<file path="src/hdl/ltfb_pkg.sv">
// Laws 3x3 texture filter bank: shared types, constants and arithmetic helpers.
// Used by ltfb_filter and laws_texture_filter_bank_3x3_core; no dependencies.
package ltfb_pkg;

    localparam int PIX_W      = 8;
    localparam int ROW_W      = 16;
    localparam int OUT_COL_W  = 10;
    localparam int CFG_IDX_W  = 2;
    localparam int CFG_DATA_W = 16;
    localparam int CFG_WID_W  = 11;

    localparam int MAX_WIDTH_DEF = 1024;
    localparam int WIDTH_RST     = 1024;
    localparam int HEIGHT_RST    = 1024;

    // register index codes
    localparam logic [CFG_IDX_W-1:0] REG_IMAGE_WIDTH  = 2'd0;
    localparam logic [CFG_IDX_W-1:0] REG_IMAGE_HEIGHT = 2'd1;

    // x/3 == (x*1366)>>12 and x/9 == (x*911)>>13 for x <= 1024
    localparam int RECIP_3 = 1366;
    localparam int SHIFT_3 = 12;
    localparam int RECIP_9 = 911;
    localparam int SHIFT_9 = 13;

    typedef logic [PIX_W-1:0]           t_pix;
    typedef logic [2:0][PIX_W-1:0]      t_col3;   // [0] two above, [1] one above, [2] current
    typedef logic [2:0][2:0][PIX_W-1:0] t_win;    // [y][x], y=0 top, x=0 left
    typedef logic [8:0][PIX_W-1:0]      t_resp;   // [v*3+h]
    typedef logic signed [13:0]         t_sum;

    typedef enum logic [1:0] {K_L, K_E, K_S} t_kern;
    typedef enum logic [1:0] {DIV_36, DIV_12, DIV_4} t_div;

    localparam t_kern KERN_ORDER [3] = '{K_L, K_E, K_S};
    localparam t_div  DIV_KIND [9] = '{DIV_36, DIV_12, DIV_12,
                                       DIV_12, DIV_4,  DIV_4,
                                       DIV_12, DIV_4,  DIV_4};

    // position flags of one pixel, carried along with it
    typedef struct packed {
        logic first_row;
        logic row_one;
        logic last_row;
        logic last_col;
        logic col_ge1;
        logic col_ge2;
    } t_pos_flags;

    // one 3-tap kernel applied to (a, b, c)
    function automatic t_sum kern3(input t_sum a, input t_sum b, input t_sum c,
                                   input t_kern k);
        t_sum r;
        case (k)
            K_L:     r = a + (b <<< 1) + c;
            K_E:     r = c - a;
            K_S:     r = (b <<< 1) - a - c;
            default: r = '0;
        endcase
        return r;
    endfunction

    // rounded divide, truncation toward zero, absolute value, saturate at 255
    function automatic t_pix resp_scale(input t_sum s, input t_div kind);
        logic signed [14:0] t;
        logic [13:0]        mag;
        logic [11:0]        qtr;
        logic [21:0]        prod;
        logic [11:0]        q;
        logic [14:0]        half;
        case (kind)
            DIV_36:  half = 15'd18;
            DIV_12:  half = 15'd6;
            default: half = 15'd2;
        endcase
        t    = 15'(s) + half;
        mag  = t[14] ? 14'(-t) : 14'(t);
        qtr  = 12'(mag >> 2);
        prod = '0;
        case (kind)
            DIV_36: begin
                prod = 22'(qtr) * 22'(RECIP_9);
                q    = 12'(prod >> SHIFT_9);
            end
            DIV_12: begin
                prod = 22'(qtr) * 22'(RECIP_3);
                q    = 12'(prod >> SHIFT_3);
            end
            default: q = qtr;
        endcase
        return (q > 12'd255) ? 8'hff : q[7:0];
    endfunction

endpackage

</file>
<file path="src/hdl/ltfb_filter.sv">
// Nine Laws 3x3 masks on one window, combinational: separable column and row
// kernels, then rounding divide and saturation. Depends on ltfb_pkg.
module ltfb_filter (
    input  ltfb_pkg::t_win  i_win,
    output ltfb_pkg::t_resp o_resp
);
    import ltfb_pkg::*;

    t_sum vsum [3][3];   // [vertical kernel][column]
    t_sum hsum [9];

    always_comb begin
        for (int v = 0; v < 3; v++) begin
            for (int x = 0; x < 3; x++) begin
                vsum[v][x] = kern3(t_sum'({6'b0, i_win[0][x]}),
                                   t_sum'({6'b0, i_win[1][x]}),
                                   t_sum'({6'b0, i_win[2][x]}),
                                   KERN_ORDER[v]);
            end
        end
        for (int v = 0; v < 3; v++) begin
            for (int h = 0; h < 3; h++) begin
                hsum[v*3+h] = kern3(vsum[v][0], vsum[v][1], vsum[v][2], KERN_ORDER[h]);
            end
        end
        for (int i = 0; i < 9; i++) begin
            o_resp[i] = resp_scale(hsum[i], DIV_KIND[i]);
        end
    end

endmodule
</file>
<file path="config.mk">
export PLATFORM = sky130hd
export DESIGN_NAME = ltfb_filter
export DESIGN_NICKNAME = d
export VERILOG_FILES = /design/src/hdl/ltfb_pkg.sv /design/src/hdl/ltfb_filter.sv
export SDC_FILE = /design/constraint.sdc
export NUM_CORES = 1
export LEC_CHECK = 0
export BUFFER_PORTS_ARGS = -buffer_cell sky130_fd_sc_hd__buf_4
export CORE_ASPECT_RATIO = 0.7
export CORE_MARGIN = 4
export CORE_UTILIZATION = 50
export DETAILED_ROUTE_END_ITERATION = 16
export MAX_ROUTING_LAYER = met4
export PLACE_DENSITY = 0.66
export SYNTH_ARGS = -nofsm -noshare
export SYNTH_HDL_FRONTEND = slang
export SYNTH_SLANG_ARGS = --single-unit
</file>
<file path="constraint.sdc">
create_clock -name vclk -period 12.9
set_input_delay 0.645 -clock vclk [all_inputs]
set_output_delay 0.645 -clock vclk [all_outputs]
set_load 0.05 [all_outputs]
</file>
### Word level (Yosys, flattened, before mapping)

Index checks and enable logic that the tools add are counted.

* add/subtract/negate cells: 48
* $mul: 5
* divide/modulo/power cells: 0
* $lt $le $gt $ge: 9
* equal/unequal tests: 0
* shift operators: 0
* muxes and demuxes: 18
* bitwise gates (word level): 0
* reductions and logical operators: 0

Operators with widths (count)
* $mux 14: 9
* $mul 12x10->21 const B: 4
* $mux 8: 9
* $neg 14->14: 5
* $gt 12x8->1 const B: 4
* $sub 10x9->11: 4
* $neg 13->14: 3
* $gt 10x8->1 const B: 4
* $add 10x8->11: 3
* $add 14x4->15 const B: 2
* $add 8x9->10: 3
* $sub 9x8->10: 3
* $add 13x11->14: 2
* $sub 8x8->9: 3
* $add 11x12->13: 2
* $add 12x3->13 const B: 2
* $add 12x4->13 const B: 2
* $sub 12x11->13: 2
* $sub 11x11->12: 2
* $mul 12x10->22 const B: 1
* $add 14x3->15 const B: 1
* $add 14x6->15 const B: 1
* $neg 11->14: 1
* $sub 13x11->14: 1
* other kinds (7): 7

* register bits after elaboration: 0
* latch bits: 0
* bits in writable memories: 0
* ROM bits: 0
* bits of input ports: 72
* output and inout bits: 72
* memories: 0

### Logic depth before layout (Yosys ltp)

Gate-level depths: netlist (run 1).

* word-level depth: 10
* gate-level depth with buffers: 46
* gate-level depth less buffers: 45

### Worst setup path before layout (run 1)

Ideal clock, no wire load.

* path kind: input -> output
* from: in i_win[1] (netlist bit)
* to: out o_resp[48] (netlist bit)
* arrival time: 10.869 ns
* required time: 12.255 ns
* slack: 1.386 ns
* cell stages on the path: 44
* buffers on the path: 1
* path through: inv_1 > fa_1 > ha_1 > nor2b_1 > o21ai_0 > nand2b_1 > a21o_1 > a21o_1 > a21o_1 > a21o_1 > a211oi_1 > xnor2_1 > inv_1 > fa_1 > inv_1 > ha_1 > ha_1 > clkbuf_1 > [8 not listed] > inv_1 > fa_1 > inv_1 > fa_1 > inv_1 > fa_1 > inv_1 > ha_1 > a21o_1 > a21o_1 > a21oi_1 > nand2_1 > a21oi_1 > o211ai_1 > a31oi_1 > nand2b_1 > a21oi_1 > o21ai_0

RTL lines
* start, declared: line ltfb_filter.sv:4 `input ltfb_pkg::t_win i_win,`
* end, declared: line ltfb_filter.sv:5 `output ltfb_pkg::t_resp o_resp`

==> flow_summary.html, run 1 <==
<table>
<tr><th>Metric</th><th>Value</th></tr>
<tr><th colspan="2">Timing</th></tr>
<tr><td>Final critical-path share of the clock period</td><td>0.936</td></tr>
<tr><td>Slew Viols, Final</td><td>0</td></tr>
<tr><td>Measured slew at the worst slew-check pin</td><td>0.989 ns</td></tr>
<tr><td>Total Neg Setup Slack</td><td>0 ns</td></tr>
<tr><td>Worst slew slack as a fraction of its limit</td><td>0.339</td></tr>
<tr><td>RSZ-0062 raised after global routing</td><td>no</td></tr>
<tr><td>Final number of setup-violating endpoints</td><td>0</td></tr>
<tr><td>Top achievable clock speed</td><td>0.0828 GHz</td></tr>
<tr><td>Fin Hold WS</td><td>2.48 ns</td></tr>
<tr><td>Crit path time final</td><td>12.07 ns</td></tr>
<tr><td>Final-report hold violation count</td><td>0</td></tr>
<tr><th colspan="2">GRT</th></tr>
<tr><td>GRT Resource Usage Total</td><td>0.237</td></tr>
<tr><td>Global-route wire length before repair</td><td>95.9 mm</td></tr>
<tr><td>Via count of the first global-routing pass</td><td>19.4k</td></tr>
<tr><td>Pin count of the biggest net entering global routing</td><td>15</td></tr>
<tr><td>Total overflow reported by the global router</td><td>0</td></tr>
<tr><td>Antenna violations before repair</td><td>4</td></tr>
<tr><th colspan="2">Synth</th></tr>
<tr><td>Number of library cell types mapped by synthesis</td><td>77</td></tr>
<tr><td>Largest cells by area after synthesis</td><td>ha_1 32%, fa_1 20%, inv_1 9.0%, xnor2_1 6.9%, a21oi_1 3.8%</td></tr>
<tr><td>Synth warnings</td><td>0</td></tr>
<tr><td>Most common cell in the netlist</td><td>ha_1</td></tr>
<tr><td>Avg Inst Size Synth</td><td>8.46 um2</td></tr>
<tr><td>Sequential share of the synthesized area</td><td>0</td></tr>
<tr><td>Synthesized area</td><td>23,100 um2</td></tr>
<tr><td>Fraction of synthesized cell area taken by the top area cell type</td><td>0.323</td></tr>
<tr><td>Syn Inst Count</td><td>2,730</td></tr>
<tr><td>List of most frequent post-synthesis cells</td><td>596 x ha_1, 551 x inv_1, 233 x fa_1</td></tr>
<tr><td>Cell accounting for the most synthesized area</td><td>ha_1</td></tr>
<tr><th colspan="2">Floorplanning</th></tr>
<tr><td>Area of the core</td><td>45,400 um2</td></tr>
<tr><td>Width of the die</td><td>265 um</td></tr>
<tr><td>Die area</td><td>49,800 um2</td></tr>
<tr><td>Initial cell density of the core</td><td>0.509</td></tr>
<tr><td>Num ports</td><td>144</td></tr>
<tr><td>Floorplan row count</td><td>65</td></tr>
<tr><td>Vert. Die Dim</td><td>188 um</td></tr>
<tr><th colspan="2">Routing</th></tr>
<tr><td>Total number of vias</td><td>18.9k</td></tr>
<tr><td>Initial DRT Pass Iterations</td><td>5</td></tr>
<tr><td>Number of routed nets with antenna violations</td><td>0</td></tr>
<tr><td>Total wirelength of the detailed-routed design</td><td>57.1 mm</td></tr>
<tr><td>Drt via density</td><td>5.42</td></tr>
<tr><td>Average routed wire per standard cell</td><td>16.4 um</td></tr>
<tr><td>DR DRC count</td><td>0</td></tr>
<tr><td>Number of DRC markers after the initial detailed-route iteration</td><td>944</td></tr>
<tr><th colspan="2">Setup path</th></tr>
<tr><td>Largest stage delay on the critical path</td><td>0.52 ns</td></tr>
<tr><td>Data arrival time at the worst-slack endpoint</td><td>11.43 ns</td></tr>
<tr><td>Critical path required time</td><td>12.26 ns</td></tr>
<tr><td>CP max FO</td><td>10</td></tr>
<tr><td>Master of the slowest instance on the critical path</td><td>fa_1</td></tr>
<tr><td>CP dominant cell by count</td><td>inv_1</td></tr>
<tr><td>Kind of start point of the critical path</td><td>input port</td></tr>
<tr><td>Element type at the critical path end</td><td>output pin</td></tr>
<tr><td>Category of the most critical setup path</td><td>input port to output pin</td></tr>
<tr><th colspan="2">Place</th></tr>
<tr><td>Port Buffers</td><td>144</td></tr>
<tr><td>Placed instance count</td><td>3,480</td></tr>
<tr><td>Final weighted congestion in routability-driven placement</td><td>0.951</td></tr>
<tr><td>DP Wirelength</td><td>52.7 mm</td></tr>
<tr><th colspan="2">Final layout</th></tr>
<tr><td>Core occupancy in the finished layout</td><td>0.551</td></tr>
<tr><td>Total number of sequential cells</td><td>0</td></tr>
<tr><td>Synthesis-to-finish area growth</td><td>8.29%</td></tr>
<tr><td>Final-layout clock buffer total</td><td>0</td></tr>
<tr><td>Sequential cell area</td><td>0 um2</td></tr>
<tr><td>Non-filler cells in the finished layout</td><td>3,485</td></tr>
<tr><td>Fin nets</td><td>3,781</td></tr>
<tr><td>Layout filler cell count</td><td>4,223</td></tr>
<tr><td>Share of layout cells above drive strength 1</td><td>0.0657</td></tr>
<tr><th colspan="2">Outcome</th></tr>
<tr><td>Status</td><td>completed</td></tr>
<tr><th colspan="2">Clock tree</th></tr>
<tr><td>Hold buffer count at cts</td><td>0</td></tr>
<tr><th colspan="2">Run</th></tr>
<tr><td>Max capacitance violation total</td><td>0</td></tr>
<tr><th colspan="2">Worst hold path</th></tr>
<tr><td>Path class of the lowest-slack min-delay path</td><td>input port to output pin</td></tr>
</table>
## layout make-up
class	count	area (um2)	share of cell area
diodes	4	10.0	0.000400
repair buffers	147	1120	0.0446
inverters	551	2070	0.0827
well taps	603	754	0.0302
multi-input cells	2180	21100	0.842
## timing repair
action,in CTS,in global routing
gates resized for setup,0,9
setup endpoints to repair,0,16
setup buffers,0,1
## layout by cell type, fill, tap and decap left out, types with 85 or more instances in the layout
master   synthesis  routed
a21oi_1        174     173
buf_4            0     146
ha_1           596     596
xor2_1          98      97
xnor2_1        183     182
nand2_1        112     112
fa_1           233     233
a21o_1         103     103
o21ai_0         97      95
inv_1          551     551
nor2_1          86      85
## stage by stage
stage	area, um2	setup slack, ns
floorplan	23100	1.39
global placement	25000	0.613
detailed placement	25000	0.264
CTS	25000	0.232
global route	25000	0.00698
finish	25000	0.829
## routing by layer
layer	wire length [um]	GRT usage	part of all wire
met5	0	-	0
met2	25600	0.386	0.45
met4	417	0.0171	0.0073
met3	2730	0.0172	0.048
met1	28400	0.339	0.50
## worst max-delay path: cells and delay by family
family | cells | cell delay [ns]
simple gates | 6 | 0.85
buf+inv | 9 | 0.91
fa+ha+maj | 11 | 4.64
compound gates | 17 | 3.76
xor+xnor | 2 | 0.61
## cell families after synthesis
kind of cell,count (synthesis),synth area share
AOI/OAI and AO/OA,609,0.172
xor gates and xnor gates,286,0.112
adders and majority gates,829,0.525
buffers and inverters,561,0.0912
muxes,8,0.00358
other,2,0.000325
and+or+nand+nor,435,0.0958
## path summary, 6_finish.rpt
kind	cells past startpoint	slack (ns)	to	start
worst max-delay path	45	0.83	o_resp[53]	i_win[1]
worst min-delay path	7	2.48	o_resp[40]	i_win[57]
Power of run 1 is left out: the tool's default activity adds up to more than one toggle a clock period on the data nets, which glitch-free logic cannot reach.
==> run 2: changes to the inputs <==
- GPL_ROUTABILITY_DRIVEN: default -> 0
- clock period: 12.9 -> 14.6 ns (I/O delays scaled with it)
==> flow_summary.html, run 2 (synthesis results as in run 1) <==
<table>
<tr><th>Metric</th><th>Value</th></tr>
<tr><th colspan="2">Outcome</th></tr>
<tr><td>Status</td><td>completed</td></tr>
<tr><th colspan="2">Setup path</th></tr>
<tr><td>CP max FO</td><td>9</td></tr>
<tr><td>Master of the slowest instance on the critical path</td><td>a2111oi_0</td></tr>
<tr><td>Critical path required time</td><td>13.87 ns</td></tr>
<tr><td>Data arrival time at the worst-slack endpoint</td><td>12.11 ns</td></tr>
<tr><td>Stages on worst setup path</td><td>43</td></tr>
<tr><td>Largest stage delay on the critical path</td><td>0.59 ns</td></tr>
<tr><td>Kind of start point of the critical path</td><td>input port</td></tr>
<tr><td>Worst setup path startpoint</td><td>i_win[1]</td></tr>
<tr><td>WP buf/inv</td><td>6</td></tr>
<tr><td>Element type at the critical path end</td><td>output pin</td></tr>
<tr><td>Category of the most critical setup path</td><td>input port to output pin</td></tr>
<tr><td>Top cell family by delay on the critical path</td><td>compound AO/OA/AOI/OAI gates</td></tr>
<tr><td>Critical path capture point</td><td>o_resp[20]</td></tr>
<tr><td>CP dominant cell by count</td><td>ha_1</td></tr>
<tr><th colspan="2">Final layout</th></tr>
<tr><td>Final-layout clock buffer total</td><td>0</td></tr>
<tr><td>Share of layout cells above drive strength 1</td><td>0.0633</td></tr>
<tr><td>Most common cell after layout, fill and taps aside</td><td>ha_1</td></tr>
<tr><td>Area taken by multi-input logic gates</td><td>21,000 um2</td></tr>
<tr><td>Total number of sequential cells</td><td>0</td></tr>
<tr><td>Fin nets</td><td>3,780</td></tr>
<tr><td>Highest-count cells in the layout ignoring fill and taps</td><td>596 x ha_1, 551 x inv_1, 233 x fa_1</td></tr>
<tr><td>Layout filler cell count</td><td>4,256</td></tr>
<tr><td>Sequential cell area</td><td>0 um2</td></tr>
<tr><td>Synthesis-to-finish area growth</td><td>8.06%</td></tr>
<tr><th colspan="2">Routing</th></tr>
<tr><td>Number of routed nets with antenna violations</td><td>0</td></tr>
<tr><td>DR DRC count</td><td>0</td></tr>
<tr><td>Drt via density</td><td>5.47</td></tr>
<tr><td>Total wirelength of the detailed-routed design</td><td>57.5 mm</td></tr>
<tr><td>Total number of vias</td><td>19.0k</td></tr>
<tr><td>Initial DRT Pass Iterations</td><td>6</td></tr>
<tr><td>Number of DRC markers after the initial detailed-route iteration</td><td>1,018</td></tr>
<tr><td>Average routed wire per standard cell</td><td>16.5 um</td></tr>
<tr><th colspan="2">GRT</th></tr>
<tr><td>Global-route wire length before repair</td><td>96.6 mm</td></tr>
<tr><td>Pin count of the biggest net entering global routing</td><td>12</td></tr>
<tr><td>Via count of the first global-routing pass</td><td>19.6k</td></tr>
<tr><td>Antenna violations before repair</td><td>3</td></tr>
<tr><td>Total overflow reported by the global router</td><td>0</td></tr>
<tr><td>GRT Resource Usage Total</td><td>0.238</td></tr>
<tr><th colspan="2">Timing</th></tr>
<tr><td>RSZ-0062 raised after global routing</td><td>no</td></tr>
<tr><td>Final critical-path share of the clock period</td><td>0.879</td></tr>
<tr><td>Measured slew at the worst slew-check pin</td><td>0.960 ns</td></tr>
<tr><td>Crit path time final</td><td>12.84 ns</td></tr>
<tr><td>Top achievable clock speed</td><td>0.0779 GHz</td></tr>
<tr><td>Worst slew slack as a fraction of its limit</td><td>0.353</td></tr>
<tr><td>Final number of setup-violating endpoints</td><td>0</td></tr>
<tr><td>Final-report hold violation count</td><td>0</td></tr>
<tr><td>Total Neg Setup Slack</td><td>0 ns</td></tr>
<tr><td>Slew Viols, Final</td><td>0</td></tr>
<tr><th colspan="2">Clock tree</th></tr>
<tr><td>Quantity of gates resized following cts</td><td>0</td></tr>
<tr><td>Post CTS Setup Buffer Count</td><td>0</td></tr>
<tr><td>Hold buffer count at cts</td><td>0</td></tr>
<tr><th colspan="2">Floorplanning</th></tr>
<tr><td>Initial cell density of the core</td><td>0.509</td></tr>
<tr><td>Width of the die</td><td>265 um</td></tr>
<tr><td>Floorplan row count</td><td>65</td></tr>
<tr><td>Die area</td><td>49,800 um2</td></tr>
<tr><td>Vert. Die Dim</td><td>188 um</td></tr>
<tr><td>Area of the core</td><td>45,400 um2</td></tr>
<tr><td>Num ports</td><td>144</td></tr>
<tr><th colspan="2">Place</th></tr>
<tr><td>DP Wirelength</td><td>53.0 mm</td></tr>
<tr><td>Port Buffers</td><td>144</td></tr>
<tr><th colspan="2">Run</th></tr>
<tr><td>Max capacitance violation total</td><td>0</td></tr>
<tr><th colspan="2">Worst hold path</th></tr>
<tr><td>Path class of the lowest-slack min-delay path</td><td>input port to output pin</td></tr>
</table>
-- run 2: how the worst min path moves through the flow --
| stage | startpoint | endpoint | slack [ns] | cells past startpoint |
|---|---|---|---|---|
| 2_1_floorplan | i_win[57] | o_resp[40] | 2.34 | 5 |
| 3_3_place_gp | i_win[57] | o_resp[40] | 2.66 | 7 |
| 3_5_place_dp | i_win[57] | o_resp[40] | 2.69 | 7 |
| 4_1_cts | i_win[57] | o_resp[40] | 2.69 | 7 |
| 5_1_grt | i_win[57] | o_resp[40] | 2.74 | 7 |
| 6_report | i_win[57] | o_resp[40] | 2.70 | 7 |
-- run 2: through the flow --
step           hold WS [ns]   util  worst slack (ns)  area [um2]  instances
6_report               2.70  0.550              1.76       25000       3483
5_1_grt                2.74  0.550             0.934       25000       3483
3_3_place_gp           2.66  0.550              2.23       25000       3480
2_1_floorplan          2.34      -              2.92       23100       2741
3_5_place_dp           2.69  0.550              1.88       25000       3480
4_1_cts                2.69  0.550              1.81       25000       3480
-- run 2: layout make-up --
type / instances / area share
Antenna cell: 3 / 0.000301
Inverter: 551 / 0.0829
Multi-Input combinational cell: 2180 / 0.843
Tap cell: 603 / 0.0302
Timing Repair Buffer: 146 / 0.0439
-- run 2: metal layers --
layer	track usage	share of wire	vias up
met5	-	0	-
met4	0.0268	0.012	0
li1	-	-	9498
met3	0.0106	0.041	41
met2	0.387	0.45	386
met1	0.341	0.50	9114
Power of run 2 is left out for the same reason.
==> run 3: changes to the inputs <==
- CORE_ASPECT_RATIO: 0.7 -> 1.75
- CORE_UTILIZATION: 50 -> 70
- PLACE_DENSITY: 0.66 -> 0.88
- clock period: 14.6 -> 15.6 ns (I/O delays scaled with it)
==> flow_summary.html, run 3 (synthesis results as in run 1) <==
<table>
<tr><th>Metric</th><th>Value</th></tr>
<tr><th colspan="2">Outcome</th></tr>
<tr><td>Status</td><td>completed</td></tr>
<tr><th colspan="2">Routing</th></tr>
<tr><td>Initial DRT Pass Iterations</td><td>6</td></tr>
<tr><td>DR DRC count</td><td>0</td></tr>
<tr><td>Total number of vias</td><td>20.3k</td></tr>
<tr><td>Number of routed nets with antenna violations</td><td>0</td></tr>
<tr><td>Number of DRC markers after the initial detailed-route iteration</td><td>767</td></tr>
<tr><td>Average routed wire per standard cell</td><td>19.3 um</td></tr>
<tr><td>Drt via density</td><td>6.19</td></tr>
<tr><td>Total wirelength of the detailed-routed design</td><td>63.3 mm</td></tr>
<tr><th colspan="2">Final layout</th></tr>
<tr><td>Total number of sequential cells</td><td>0</td></tr>
<tr><td>Share of layout cells above drive strength 1</td><td>0.0633</td></tr>
<tr><td>Sequential cell area</td><td>0 um2</td></tr>
<tr><td>Layout filler cell count</td><td>2,277</td></tr>
<tr><td>Synthesis-to-finish area growth</td><td>6.93%</td></tr>
<tr><td>Most common cell after layout, fill and taps aside</td><td>ha_1</td></tr>
<tr><td>Inserted Diodes</td><td>0</td></tr>
<tr><td>Highest-count cells in the layout ignoring fill and taps</td><td>596 x ha_1, 551 x inv_1, 233 x fa_1</td></tr>
<tr><td>Fin nets</td><td>3,780</td></tr>
<tr><td>Final design instance area without fill</td><td>24,700 um2</td></tr>
<tr><td>Final-layout clock buffer total</td><td>0</td></tr>
<tr><th colspan="2">Place</th></tr>
<tr><td>Total placed instance area</td><td>24,700 um2</td></tr>
<tr><td>Worst setup slack before clock tree synthesis</td><td>3.01 ns</td></tr>
<tr><td>Port Buffers</td><td>144</td></tr>
<tr><td>DP Wirelength</td><td>57.0 mm</td></tr>
<tr><th colspan="2">Clock tree</th></tr>
<tr><td>Post CTS Setup Buffer Count</td><td>0</td></tr>
<tr><td>Quantity of gates resized following cts</td><td>0</td></tr>
<tr><td>Hold buffer count at cts</td><td>0</td></tr>
<tr><th colspan="2">Floorplanning</th></tr>
<tr><td>Die area</td><td>36,100 um2</td></tr>
<tr><td>Floorplan row count</td><td>87</td></tr>
<tr><td>Initial cell density of the core</td><td>0.712</td></tr>
<tr><td>Num ports</td><td>144</td></tr>
<tr><td>Area of the core</td><td>32,400 um2</td></tr>
<tr><td>Width of the die</td><td>145 um</td></tr>
<tr><td>Vert. Die Dim</td><td>248 um</td></tr>
<tr><th colspan="2">GRT</th></tr>
<tr><td>GRT Resource Usage Total</td><td>0.359</td></tr>
<tr><td>Via count of the first global-routing pass</td><td>22.4k</td></tr>
<tr><td>Pin count of the biggest net entering global routing</td><td>14</td></tr>
<tr><td>Total overflow reported by the global router</td><td>0</td></tr>
<tr><td>GR met3 Demand/Resource</td><td>0.0470</td></tr>
<tr><td>Antenna violations before repair</td><td>0</td></tr>
<tr><td>Met2 track demand over resource</td><td>0.680</td></tr>
<tr><td>Most used routing layer in global routing</td><td>met2</td></tr>
<tr><td>Met1 capacity usage during global routing</td><td>0.308</td></tr>
<tr><td>Global-route wire length before repair</td><td>103 mm</td></tr>
<tr><th colspan="2">Timing</th></tr>
<tr><td>Crit path time final</td><td>12.83 ns</td></tr>
<tr><td>Fin worst setup slack</td><td>2.77 ns</td></tr>
<tr><td>Total Neg Setup Slack</td><td>0 ns</td></tr>
<tr><td>Measured slew at the worst slew-check pin</td><td>1.26 ns</td></tr>
<tr><td>Final-report hold violation count</td><td>0</td></tr>
<tr><td>Top achievable clock speed</td><td>0.0780 GHz</td></tr>
<tr><td>Worst slew slack as a fraction of its limit</td><td>0.156</td></tr>
<tr><td>RSZ-0062 raised after global routing</td><td>no</td></tr>
<tr><td>Final critical-path share of the clock period</td><td>0.822</td></tr>
<tr><td>Final number of setup-violating endpoints</td><td>0</td></tr>
<tr><td>Slew Viols, Final</td><td>0</td></tr>
<tr><th colspan="2">Worst hold path</th></tr>
<tr><td>Count of cells along the worst hold path</td><td>7</td></tr>
<tr><td>End point of the most critical hold path</td><td>o_resp[40]</td></tr>
<tr><td>Path class of the lowest-slack min-delay path</td><td>input port to output pin</td></tr>
<tr><td>Hold path startpoint</td><td>i_win[57]</td></tr>
<tr><th colspan="2">Setup path</th></tr>
<tr><td>Critical path required time</td><td>14.82 ns</td></tr>
<tr><td>Data arrival time at the worst-slack endpoint</td><td>12.05 ns</td></tr>
<tr><td>Element type at the critical path end</td><td>output pin</td></tr>
<tr><td>Largest stage delay on the critical path</td><td>0.86 ns</td></tr>
<tr><td>Category of the most critical setup path</td><td>input port to output pin</td></tr>
<tr><td>Kind of start point of the critical path</td><td>input port</td></tr>
<tr><td>CP dominant cell by count</td><td>ha_1</td></tr>
<tr><td>CP max FO</td><td>9</td></tr>
<tr><td>Master of the slowest instance on the critical path</td><td>xnor2_1</td></tr>
<tr><th colspan="2">Run</th></tr>
<tr><td>Max capacitance violation total</td><td>0</td></tr>
</table>
## run 3: layout make-up
type | instances | area (um2) | area share
well taps | 400 | 500 | 0.0203
repair buffers | 146 | 1100 | 0.0444
inverters | 551 | 2070 | 0.0837
multi-input cells | 2180 | 21000 | 0.852
## run 3: how the worst max path moves through the flow
stage	from	end	slack (ns)	cells after the start
floorplan	i_win[1]	o_resp[48]	3.82	44
global placement	i_win[9]	o_resp[18]	3.44	40
detailed placement	i_win[9]	o_resp[20]	3.01	40
CTS	i_win[1]	o_resp[20]	3.00	43
global route	i_win[17]	o_resp[50]	1.97	45
finish	i_win[10]	o_resp[20]	2.77	41
## run 3: critical path: cells and delay by family
| family | cells | cell delay, ns |
|---|---|---|
| buf+inv | 5 | 0.56 |
| simple gates | 3 | 0.55 |
| fa+ha+maj | 11 | 4.09 |
| compound gates | 19 | 4.64 |
| xor+xnor | 3 | 1.44 |
## run 3: per-layer routing
metal | up-vias | routed length [um]
met2 | 744 | 33400
met4 | 0 | 6950
met5 | - | 0
li1 | 9478 | -
met3 | 412 | 3050
met1 | 9647 | 19900
## run 3: metrics by stage
step | std cells | hold slack [ns] | util
2_1_floorplan | 2741 | 2.44 | -
3_3_place_gp | 3277 | 2.74 | 0.761
3_5_place_dp | 3277 | 2.75 | 0.761
4_1_cts | 3277 | 2.75 | 0.761
5_1_grt | 3277 | 2.80 | 0.761
6_report | 3277 | 2.74 | 0.761
Power of run 3 is left out for the same reason.
